===== src/rtl/core/pcv_pkg.sv =====
`default_nettype none

package pcv_pkg;

  localparam int LABEL_W         = 6;
  localparam int LABEL_SLOTS     = 1 << LABEL_W;
  localparam int FRAC_W          = 16;
  localparam int CONF_W          = FRAC_W + 1;
  localparam int DIV_CNT_W       = $clog2(CONF_W);
  localparam int CLASS_SLOTS_DEF = 64;
  localparam int MAX_VOTES_DEF   = 1024;
  localparam int QUEUE_DEPTH     = 4;

  typedef enum logic [2:0] {
    BACK_IDLE,
    BACK_UPDATE,
    BACK_PREP,
    BACK_DIVIDE,
    BACK_COMMIT
  } pcv_back_state_e;

endpackage

`default_nettype wire


===== src/rtl/core/pcv_in_if.sv =====
`default_nettype none

interface pcv_in_if import pcv_pkg::*; ();
  logic               valid;
  logic               ready;
  logic [LABEL_W-1:0] neuron_class;
  logic [LABEL_W-1:0] expected_class;
  logic               last_neuron;

  modport source (output valid, neuron_class, expected_class, last_neuron, input ready);
  modport sink   (input valid, neuron_class, expected_class, last_neuron, output ready);
endinterface

`default_nettype wire


===== src/rtl/core/pcv_out_if.sv =====
`default_nettype none

interface pcv_out_if import pcv_pkg::*; ();
  logic               valid;
  logic               ready;
  logic [LABEL_W-1:0] voted_class;
  logic [CONF_W-1:0]  confidence;

  modport source (output valid, voted_class, confidence, input ready);
  modport sink   (input valid, voted_class, confidence, output ready);
endinterface

`default_nettype wire


===== src/rtl/core/pcv_front.sv =====
`default_nettype none

module pcv_front import pcv_pkg::*; #(
  parameter int MAX_VOTES = MAX_VOTES_DEF,
  parameter int VW        = $clog2(MAX_VOTES + 1),
  parameter int PW        = (MAX_VOTES > 1) ? $clog2(MAX_VOTES) : 1,
  parameter int EW        = 2 * LABEL_W + 2 + PW + VW
) (
  input  wire logic          clk_i,
  input  wire logic          rst_ni,
  pcv_in_if.sink             in_i,
  output logic               push_o,
  output logic [EW-1:0]      data_o,
  input  wire logic          full_i
);

  logic [VW-1:0] cnt_q, cnt_d;
  logic          counted;
  logic [VW-1:0] votes;

  assign in_i.ready = !full_i;
  assign push_o     = in_i.valid && !full_i;

  // Votes past the limit are still queued so that a last mark closes the sample.
  assign counted = (cnt_q < VW'(MAX_VOTES));
  assign votes   = counted ? VW'(cnt_q + 1'b1) : cnt_q;

  assign data_o = {in_i.neuron_class, in_i.expected_class, in_i.last_neuron, counted,
                   cnt_q[PW-1:0], votes};

  always_comb begin
    cnt_d = cnt_q;
    if (push_o) begin
      if (in_i.last_neuron) begin
        cnt_d = '0;
      end else begin
        cnt_d = votes;
      end
    end
  end

  always_ff @(posedge clk_i or negedge rst_ni) begin
    if (!rst_ni) begin
      cnt_q <= '0;
    end else begin
      cnt_q <= cnt_d;
    end
  end

endmodule

`default_nettype wire


===== src/rtl/core/pcv_fifo.sv =====
`default_nettype none

module pcv_fifo import pcv_pkg::*; #(
  parameter int WIDTH = 8,
  parameter int DEPTH = QUEUE_DEPTH
) (
  input  wire logic             clk_i,
  input  wire logic             rst_ni,
  input  wire logic             push_i,
  input  wire logic [WIDTH-1:0] data_i,
  output logic                  full_o,
  output logic                  valid_o,
  output logic [WIDTH-1:0]      data_o,
  input  wire logic             pop_i
);

  localparam int PTR_W = $clog2(DEPTH);

  logic [WIDTH-1:0] entry_q [DEPTH];
  logic [PTR_W-1:0] wr_ptr_q, rd_ptr_q;
  logic [PTR_W:0]   count_q, count_d;
  logic             do_push, do_pop;

  assign full_o  = (count_q == (PTR_W + 1)'(DEPTH));
  assign valid_o = (count_q != '0);
  assign data_o  = entry_q[rd_ptr_q];
  assign do_push = push_i && !full_o;
  assign do_pop  = pop_i && valid_o;

  always_comb begin
    count_d = count_q;
    if (do_push && !do_pop) begin
      count_d = count_q + 1'b1;
    end else if (do_pop && !do_push) begin
      count_d = count_q - 1'b1;
    end
  end

  always_ff @(posedge clk_i or negedge rst_ni) begin
    if (!rst_ni) begin
      wr_ptr_q <= '0;
      rd_ptr_q <= '0;
      count_q  <= '0;
    end else begin
      count_q <= count_d;
      if (do_push) begin
        wr_ptr_q <= PTR_W'(wr_ptr_q + 1'b1);
      end
      if (do_pop) begin
        rd_ptr_q <= PTR_W'(rd_ptr_q + 1'b1);
      end
    end
  end

  always_ff @(posedge clk_i) begin
    if (do_push) begin
      entry_q[wr_ptr_q] <= data_i;
    end
  end

endmodule

`default_nettype wire


===== src/rtl/core/pcv_back.sv =====
`default_nettype none

module pcv_back import pcv_pkg::*; #(
  parameter int CLASS_SLOTS = CLASS_SLOTS_DEF,
  parameter int MAX_VOTES   = MAX_VOTES_DEF,
  parameter int VW          = $clog2(MAX_VOTES + 1),
  parameter int PW          = (MAX_VOTES > 1) ? $clog2(MAX_VOTES) : 1,
  parameter int EW          = 2 * LABEL_W + 2 + PW + VW
) (
  input  wire logic          clk_i,
  input  wire logic          rst_ni,
  input  wire logic          q_valid_i,
  input  wire logic [EW-1:0] q_data_i,
  output logic               q_pop_o,
  pcv_out_if.source          out_o
);

  // Only the labels that the input field can carry ever reach a slot.
  localparam int EFF_SLOTS = (CLASS_SLOTS < LABEL_SLOTS) ? CLASS_SLOTS : LABEL_SLOTS;
  localparam int SW        = $clog2(EFF_SLOTS);

  pcv_back_state_e state_q, state_d;

  logic [LABEL_W-1:0] hd_label, hd_expected;
  logic               hd_last, hd_counted;
  logic [PW-1:0]      hd_pos;
  logic [VW-1:0]      hd_votes;
  logic               hd_tally;

  logic [LABEL_W-1:0] cur_label_q, cur_expected_q;
  logic               cur_last_q;
  logic [PW-1:0]      cur_pos_q;
  logic [VW-1:0]      cur_votes_q;

  logic [VW+PW-1:0]   tally_mem [EFF_SLOTS];
  logic [VW+PW-1:0]   rd_q;
  logic [EFF_SLOTS-1:0] seen_q;

  logic [LABEL_W-1:0] leader_class_q;
  logic [VW-1:0]      leader_tally_q;
  logic [PW-1:0]      leader_fp_q;

  logic [LABEL_W-1:0] held_expected_q, held_class_q;
  logic [CONF_W-1:0]  held_conf_q;
  logic               out_valid_q;

  logic [VW:0]          rem_q, rem_sub;
  logic [CONF_W-1:0]    quo_q;
  logic [DIV_CNT_W-1:0] div_cnt_q;
  logic                 div_ge;

  logic [SW-1:0] hd_idx, cur_idx;
  logic          seen_hit;
  logic [VW-1:0] old_tally, new_tally;
  logic [PW-1:0] new_fp;
  logic          take_lead;

  logic pop, upd_we, prep, div_step, commit_fire;

  assign {hd_label, hd_expected, hd_last, hd_counted, hd_pos, hd_votes} = q_data_i;
  assign hd_tally = hd_counted && (int'(hd_label) < EFF_SLOTS);
  assign hd_idx   = hd_label[SW-1:0];
  assign cur_idx  = cur_label_q[SW-1:0];

  assign seen_hit  = seen_q[cur_idx];
  assign old_tally = seen_hit ? rd_q[VW+PW-1:PW] : '0;
  assign new_fp    = seen_hit ? rd_q[PW-1:0] : cur_pos_q;
  assign new_tally = VW'(old_tally + 1'b1);
  // A tie goes to the class whose first vote came earlier.
  assign take_lead = (new_tally > leader_tally_q) ||
                     ((new_tally == leader_tally_q) && (new_fp < leader_fp_q));

  // Restoring division of leader_tally * 2^16 by the vote count, one bit a cycle.
  assign div_ge  = (rem_q >= {1'b0, cur_votes_q});
  assign rem_sub = div_ge ? (rem_q - {1'b0, cur_votes_q}) : rem_q;

  always_comb begin
    state_d = state_q;
    case (state_q)
      BACK_IDLE: begin
        if (q_valid_i) begin
          if (hd_tally) begin
            state_d = BACK_UPDATE;
          end else if (hd_last) begin
            state_d = BACK_PREP;
          end
        end
      end
      BACK_UPDATE: begin
        state_d = cur_last_q ? BACK_PREP : BACK_IDLE;
      end
      BACK_PREP: begin
        state_d = BACK_DIVIDE;
      end
      BACK_DIVIDE: begin
        if (div_cnt_q == '0) begin
          state_d = BACK_COMMIT;
        end
      end
      BACK_COMMIT: begin
        if (!out_valid_q || out_o.ready) begin
          state_d = BACK_IDLE;
        end
      end
      default: begin
        state_d = BACK_IDLE;
      end
    endcase
  end

  always_comb begin
    pop         = 1'b0;
    upd_we      = 1'b0;
    prep        = 1'b0;
    div_step    = 1'b0;
    commit_fire = 1'b0;
    case (state_q)
      BACK_IDLE:   pop = q_valid_i;
      BACK_UPDATE: upd_we = 1'b1;
      BACK_PREP:   prep = 1'b1;
      BACK_DIVIDE: div_step = 1'b1;
      BACK_COMMIT: commit_fire = !out_valid_q || out_o.ready;
      default: begin
        pop = 1'b0;
      end
    endcase
  end

  assign q_pop_o           = pop;
  assign out_o.valid       = out_valid_q;
  assign out_o.voted_class = held_class_q;
  assign out_o.confidence  = held_conf_q;

  always_ff @(posedge clk_i) begin
    if (pop && hd_tally) begin
      rd_q <= tally_mem[hd_idx];
    end
    if (upd_we) begin
      tally_mem[cur_idx] <= {new_tally, new_fp};
    end
  end

  always_ff @(posedge clk_i) begin
    if (pop) begin
      cur_label_q    <= hd_label;
      cur_expected_q <= hd_expected;
      cur_last_q     <= hd_last;
      cur_pos_q      <= hd_pos;
      cur_votes_q    <= hd_votes;
    end
    if (prep) begin
      rem_q     <= {1'b0, leader_tally_q};
      quo_q     <= '0;
      div_cnt_q <= DIV_CNT_W'(CONF_W - 1);
    end else if (div_step) begin
      rem_q     <= {rem_sub[VW-1:0], 1'b0};
      quo_q     <= {quo_q[CONF_W-2:0], div_ge};
      div_cnt_q <= DIV_CNT_W'(div_cnt_q - 1'b1);
    end
  end

  always_ff @(posedge clk_i or negedge rst_ni) begin
    if (!rst_ni) begin
      state_q         <= BACK_IDLE;
      seen_q          <= '0;
      leader_class_q  <= '0;
      leader_tally_q  <= '0;
      leader_fp_q     <= '0;
      held_expected_q <= '0;
      held_class_q    <= '0;
      held_conf_q     <= '0;
      out_valid_q     <= 1'b0;
    end else begin
      state_q <= state_d;
      if (upd_we) begin
        seen_q[cur_idx] <= 1'b1;
        if (take_lead) begin
          leader_class_q <= cur_label_q;
          leader_tally_q <= new_tally;
          leader_fp_q    <= new_fp;
        end
      end
      if (commit_fire) begin
        // A new expected class replaces the whole held answer.
        if (cur_expected_q != held_expected_q) begin
          held_expected_q <= cur_expected_q;
          held_class_q    <= leader_class_q;
          held_conf_q     <= quo_q;
        end else if (quo_q >= held_conf_q) begin
          held_class_q <= leader_class_q;
          held_conf_q  <= quo_q;
        end
        seen_q         <= '0;
        leader_class_q <= '0;
        leader_tally_q <= '0;
        leader_fp_q    <= '0;
        out_valid_q    <= 1'b1;
      end else if (out_o.ready) begin
        out_valid_q <= 1'b0;
      end
    end
  end

endmodule

`default_nettype wire


===== src/rtl/core/plurality_class_vote.sv =====
// Votes enter a four-deep queue at one request per cycle while it has room.
// Each tallied vote takes a tally memory read, then a write, in the back end;
// a vote past the vote limit or beyond the class slots is only popped from the queue.
// A last vote adds a setup step, bit-serial division and a commit step that waits
// while an earlier result has not been taken.
// Reset clears the queue, the seen bits, the leader and the held answer to zero.
`default_nettype none

module plurality_class_vote import pcv_pkg::*; #(
  parameter int CLASS_SLOTS = CLASS_SLOTS_DEF,
  parameter int MAX_VOTES   = MAX_VOTES_DEF
) (
  input  wire logic clk_i,
  input  wire logic rst_ni,
  pcv_in_if.sink    in_i,
  pcv_out_if.source out_o
);

  localparam int VW = $clog2(MAX_VOTES + 1);
  localparam int PW = (MAX_VOTES > 1) ? $clog2(MAX_VOTES) : 1;
  localparam int EW = 2 * LABEL_W + 2 + PW + VW;

  logic          push, full, q_valid, q_pop;
  logic [EW-1:0] push_data, q_data;

  pcv_front #(
    .MAX_VOTES (MAX_VOTES),
    .VW        (VW),
    .PW        (PW),
    .EW        (EW)
  ) u_front (
    .clk_i  (clk_i),
    .rst_ni (rst_ni),
    .in_i   (in_i),
    .push_o (push),
    .data_o (push_data),
    .full_i (full)
  );

  pcv_fifo #(
    .WIDTH (EW),
    .DEPTH (QUEUE_DEPTH)
  ) u_fifo (
    .clk_i   (clk_i),
    .rst_ni  (rst_ni),
    .push_i  (push),
    .data_i  (push_data),
    .full_o  (full),
    .valid_o (q_valid),
    .data_o  (q_data),
    .pop_i   (q_pop)
  );

  pcv_back #(
    .CLASS_SLOTS (CLASS_SLOTS),
    .MAX_VOTES   (MAX_VOTES),
    .VW          (VW),
    .PW          (PW),
    .EW          (EW)
  ) u_back (
    .clk_i     (clk_i),
    .rst_ni    (rst_ni),
    .q_valid_i (q_valid),
    .q_data_i  (q_data),
    .q_pop_o   (q_pop),
    .out_o     (out_o)
  );

endmodule

`default_nettype wire


===== src/flat_wrapper.sv =====
// flat-port wrapper written by rule: the top's interface ports become plain ports
module plurality_class_vote_flat import pcv_pkg::*;
#(
  parameter int CLASS_SLOTS = CLASS_SLOTS_DEF,
  parameter int MAX_VOTES   = MAX_VOTES_DEF
)
  (clk_i, rst_ni, in_i_valid, in_i_neuron_class, in_i_expected_class, in_i_last_neuron, in_i_ready, out_o_valid, out_o_voted_class, out_o_confidence, out_o_ready);
  pcv_in_if in_i_i ();
  pcv_out_if out_o_i ();
  input  wire logic clk_i;
  input  wire logic rst_ni;
  input wire logic [$bits(in_i_i.valid)-1:0] in_i_valid;
  input wire logic [$bits(in_i_i.neuron_class)-1:0] in_i_neuron_class;
  input wire logic [$bits(in_i_i.expected_class)-1:0] in_i_expected_class;
  input wire logic [$bits(in_i_i.last_neuron)-1:0] in_i_last_neuron;
  output wire logic [$bits(in_i_i.ready)-1:0] in_i_ready;
  output wire logic [$bits(out_o_i.valid)-1:0] out_o_valid;
  output wire logic [$bits(out_o_i.voted_class)-1:0] out_o_voted_class;
  output wire logic [$bits(out_o_i.confidence)-1:0] out_o_confidence;
  input wire logic [$bits(out_o_i.ready)-1:0] out_o_ready;
  assign in_i_i.valid = in_i_valid;
  assign in_i_i.neuron_class = in_i_neuron_class;
  assign in_i_i.expected_class = in_i_expected_class;
  assign in_i_i.last_neuron = in_i_last_neuron;
  assign in_i_ready = in_i_i.ready;
  assign out_o_valid = out_o_i.valid;
  assign out_o_voted_class = out_o_i.voted_class;
  assign out_o_confidence = out_o_i.confidence;
  assign out_o_i.ready = out_o_ready;
  plurality_class_vote #(.CLASS_SLOTS(CLASS_SLOTS), .MAX_VOTES(MAX_VOTES)) u_core (.clk_i(clk_i), .rst_ni(rst_ni), .in_i(in_i_i), .out_o(out_o_i));
endmodule

===== config.mk =====
export PLATFORM = sky130hd
export DESIGN_NAME = plurality_class_vote_flat
export DESIGN_NICKNAME = d
export VERILOG_FILES = /design/src/rtl/core/pcv_pkg.sv /design/src/rtl/core/pcv_in_if.sv /design/src/rtl/core/pcv_out_if.sv /design/src/rtl/core/pcv_front.sv /design/src/rtl/core/pcv_fifo.sv /design/src/rtl/core/pcv_back.sv /design/src/rtl/core/plurality_class_vote.sv /design/src/flat_wrapper.sv
export SDC_FILE = /design/constraint.sdc
export NUM_CORES = 2
export LEC_CHECK = 0
export BUFFER_PORTS_ARGS = -buffer_cell sky130_fd_sc_hd__buf_2
export CORE_AREA = 2 2 296 517
export CTS_CLUSTER_SIZE = 16
export DETAILED_ROUTE_END_ITERATION = 16
export DIE_AREA = 0 0 298 519
export GPL_TIMING_DRIVEN = 0
export PLACE_DENSITY = 0.62
export SLEW_MARGIN = 20
export SYNTH_ARGS = -nofsm -noshare
export SYNTH_HDL_FRONTEND = slang
export SYNTH_SLANG_ARGS = --single-unit

===== constraint.sdc =====
create_clock -name clk_i -period 6.8 [get_ports clk_i]
set_input_delay 0.34 -clock clk_i [delete_from_list [all_inputs] [get_ports clk_i]]
set_output_delay 0.34 -clock clk_i [all_outputs]
set_load 0.05 [all_outputs]

==> results.tsv <==
stage	metric	value	unit
synth	async_flop_share	0.08280	
synth	synth_top_cell_by_area	edfxtp_1	
clock_tree	root_buffer	clkbuf_16	
critical_path	cp_max_fo	33	
critical_path	worstRegToRegCells	27	
critical_path	crit_slowest_cell	edfxtp_1	
critical_path	r2r-start	u_core.u_back.cur_idx[2]$_DFFE_PP_	
floorplan	fp-row-count	189	
drt	avgViaCountPerCell	5.779	
clock_tree	cts_tree	yes	
power	p_int	0.02275	W
worst_hold_path	hp-class	in2async	
floorplan	pin_count	42	
critical_path	slowest_delay	0.40	ns
timing	whs	0.07749	ns
drt	routedWlPerCell	29.61	um
clock_tree	cts_buffers	146	
power	leakage	25.47	nW
power	power_frac_seq	0.394	
synth	ys_types	68	
finish	layout_commonest_cell	edfxtp_1	
synth	synth_top_area_frac	0.6905	
synth	ys.flop_type	edfxtp_1	
power	ir_drop	0.3289	mV
finish	fin_nets	3637	
status	status	completed	
critical_path	crit_path_end_kind	flip-flop	
drt	routed_wl	168400	um
grt	grt_pass1_wl	243100	um
finish	area_growth_syn_to_layout	15.38	%
synth	synth_edf_count	1550	
timing	hold_viol	0	
synth	avgSynthCellArea	20.84	sq um
grt	antenna_found_initial	4	
synth	synth_fp_nets	3310	
timing	worst_clock_skew	0.02218	ns
clock_tree	clock_sinks	1715	
timing	fmax	155.6	MHz
grt	grt_pass1_vias	34760	
timing	slew_headroom	0.1833	
timing	setup_violations	0	
drt	num_vias	32870	
floorplan	die-area	154700	sq um
power	clock_power_share	0.241	
finish	drive_above_1_share	0.2819	
finish	postLayoutCoreUtil	0.5155	
placed_design	placed_area	72900	sq um
finish	design_area	77780	sq um
finish	layout_common_cells	edfxtp_1 (1550), mux4_2 (459), clkbuf_16 (148)	
grt	overflow	0	
clock_tree	clock_latency	0.78	ns
clock_tree	cts.htree.levels	4	
critical_path	crit_path_start_kind	flip-flop	
critical_path	cp.required	7.43	ns
floorplan	dieHeight	519	um
drt	ant_nets	0	
synth	ys_seq_elements	1715	
timing	worst_pin_slew	1.225	ns
grt	grt.total_usage	0.2196	
critical_path	worstPathArrival	7.06	ns
drt	drt_iter0_markers	2739	
placed_design	place.port_buffers	41	
synth	syn_area	67410	sq um
critical_path	r2r_setup_slack	0.37	ns
power	powerDensity	441.1	nW/um^2
grt	grt_start_max_net_pins	95	
floorplan	coreArea	150900	sq um
clock_tree	clkTransAtPathRegs	0.07	ns
power	comb_power_share	0.366	
critical_path	worstSetupPathType	reg2reg	
power	total_power	0.03431	W
synth	yosysWarningCount	0	
clock_tree	clock_path_buffers	3	
flow_run	drv_cap	0	
power	p_switching	0.01156	W
timing	fin_crit_sh	0.9453	
drt	first_pass_iters	5	
critical_path	r2r-end	u_core.u_back.leader_class_q[1]$_DFFE_PN0P_	
floorplan	die_w	298	um
synth	synthCells	3235	
drt	drc	0	
placed_design	dp_hpwl	116100	um
timing	slew_violations	0	
synth	ys_seq_area_frac	0.7501	
timing	period_needed	6.428	ns
power	switching_share	0.3370	
placed_design	gp_congestion	0.8702	
floorplan	start_util	0.4468	
synth	ys_top_cells_by_area	edfxtp_1 (69%), mux4_2 (15%), dfrtp_1 (5.3%)	
[power groups by stage]
| stage | combinational (W) | sequential [W] | clock, W |
|---|---|---|---|
| after floorplan | 0.00755 | 0.0137 | 0 |
| after global placement | 0.0120 | 0.0138 | 0 |
| after detailed placement | 0.0126 | 0.0137 | 0 |
| after CTS | 0.0127 | 0.0135 | 0.00840 |
| after global routing | 0.0132 | 0.0136 | 0.00874 |
| final | 0.0125 | 0.0135 | 0.00826 |
[critical path, delay by kind of cell (launching register included)]
kind	cells	cell delay, ns
fa+ha+maj	2	0.48
compound gates	5	1.21
xor+xnor	1	0.25
simple gates	11	2.06
buf+inv	8	1.87
flops	1	0.40
[logic make-up (layout without fill, tap and decap cells)]
logic type / after synthesis / count (layout) / share of synthesized area
DFF: 1715 / 1715 / 0.7501
buffers and inverters: 233 / 680 / 0.01420
other: 0 / 1 / 0
adders and majority gates: 58 / 58 / 0.01099
muxes: 557 / 557 / 0.1691
AOI/OAI and AO/OA: 259 / 259 / 0.02497
xor gates and xnor gates: 35 / 35 / 0.004548
and+or+nand+nor: 378 / 378 / 0.02614
[Yosys cell counts, drive strengths merged (4+ instances only)]
cell,number
mux2,64
a21oi,25
nor3,15
mux4,459
xor2,22
ha,56
o21a,67
mux2i,34
a22o,4
a221oi,9
nor2b,17
nand3,46
a211oi,4
nand3b,9
a211o,5
nor2,106
a31oi,5
a21o,11
nor3b,5
clkbuf,84
and4,5
xnor2,13
nand2b,15
dfrtp,142
dfxtp,23
nor4,6
and3,12
edfxtp,1550
o31ai,5
and2,4
nand4,7
inv,69
o21ai,98
buf,79
nand2,122
[metrics by stage]
| step | instances | setup slack [ns] | TNS, ns |
|---|---|---|---|
| final | 5688 | 0.3720 | 0 |
| after detailed placement | 5396 | -1.130 | -27.74 |
| after global routing | 5688 | -0.001026 | -0.001026 |
| after floorplan | 3235 | 0.3753 | 0 |
| after global placement | 5281 | -4.016 | -729.83 |
| after CTS | 5686 | 0.05725 | 0 |
[metal layers]
layer / wire, um / track usage
met1: 58550 / 0.2425
met2: 93100 / 0.4102
met3: 7585 / 0.03101
met4: 9150 / 0.1084
met5: 32 / 0
[sequential cells by signal, summed over array words and instances (netlist names), 10 cells and up]
register                        cells
u_core.u_back.leader_fp_q          10
u_core.u_back.rd_q                 21
u_core.u_fifo.entry_q             140
u_core.u_back.out_o.confidence     17
u_core.u_back.cur_votes_q          11
u_core.u_back.seen_q               64
u_core.u_back.cur_pos_q            10
u_core.u_back.quo_q                17
u_core.u_back.rem_q                12
u_core.u_back.leader_tally_q       11
u_core.u_front.cnt_q               11
u_core.u_back.tally_mem          1344
[layout make-up]
cell class                 count  area, sq um
timing repair buffer         179         2582
antenna                        1        2.502
sequential                  1715        50560
tap                         2005         2509
buffer                       163        715.7
multi-input combinational   1287        16520
inverter                      70        265.3
fill                       11980        73100
clock buffer                 180         3824
clock inverter                88        797.0
[how the worst max path moves through the flow]
stage / start / end / slack (ns) / cells after the start
2_1_floorplan: u_core.u_back.cur_idx[2]$_DFFE_PP_ / u_core.u_back.leader_tally_q[1]$_DFFE_PN0P_ / 0.38 / 25
3_3_place_gp: u_core.u_back.cur_idx[0]$_DFFE_PP_ / u_core.u_back.leader_tally_q[8]$_DFFE_PN0P_ / -4.02 / 23
3_5_place_dp: u_core.u_back.cur_idx[3]$_DFFE_PP_ / u_core.u_back.leader_class_q[1]$_DFFE_PN0P_ / -1.13 / 25
4_1_cts: u_core.u_back.cur_idx[1]$_DFFE_PP_ / u_core.u_back.leader_class_q[1]$_DFFE_PN0P_ / 0.06 / 26
5_1_grt: u_core.u_back.cur_idx[2]$_DFFE_PP_ / u_core.u_back.leader_class_q[1]$_DFFE_PN0P_ / -0.001 / 27
6_report: u_core.u_back.cur_idx[2]$_DFFE_PP_ / u_core.u_back.leader_class_q[1]$_DFFE_PN0P_ / 0.37 / 27
[repair_timing]
item                       CTS  global route
pin swaps                    3             0
hold endpoints to repair   196             0
buffers inserted             7             1
resized for setup            7            12
hold buffers                15             0
setup endpoints to repair   27            27
Power figures use the tool's default switching activity.
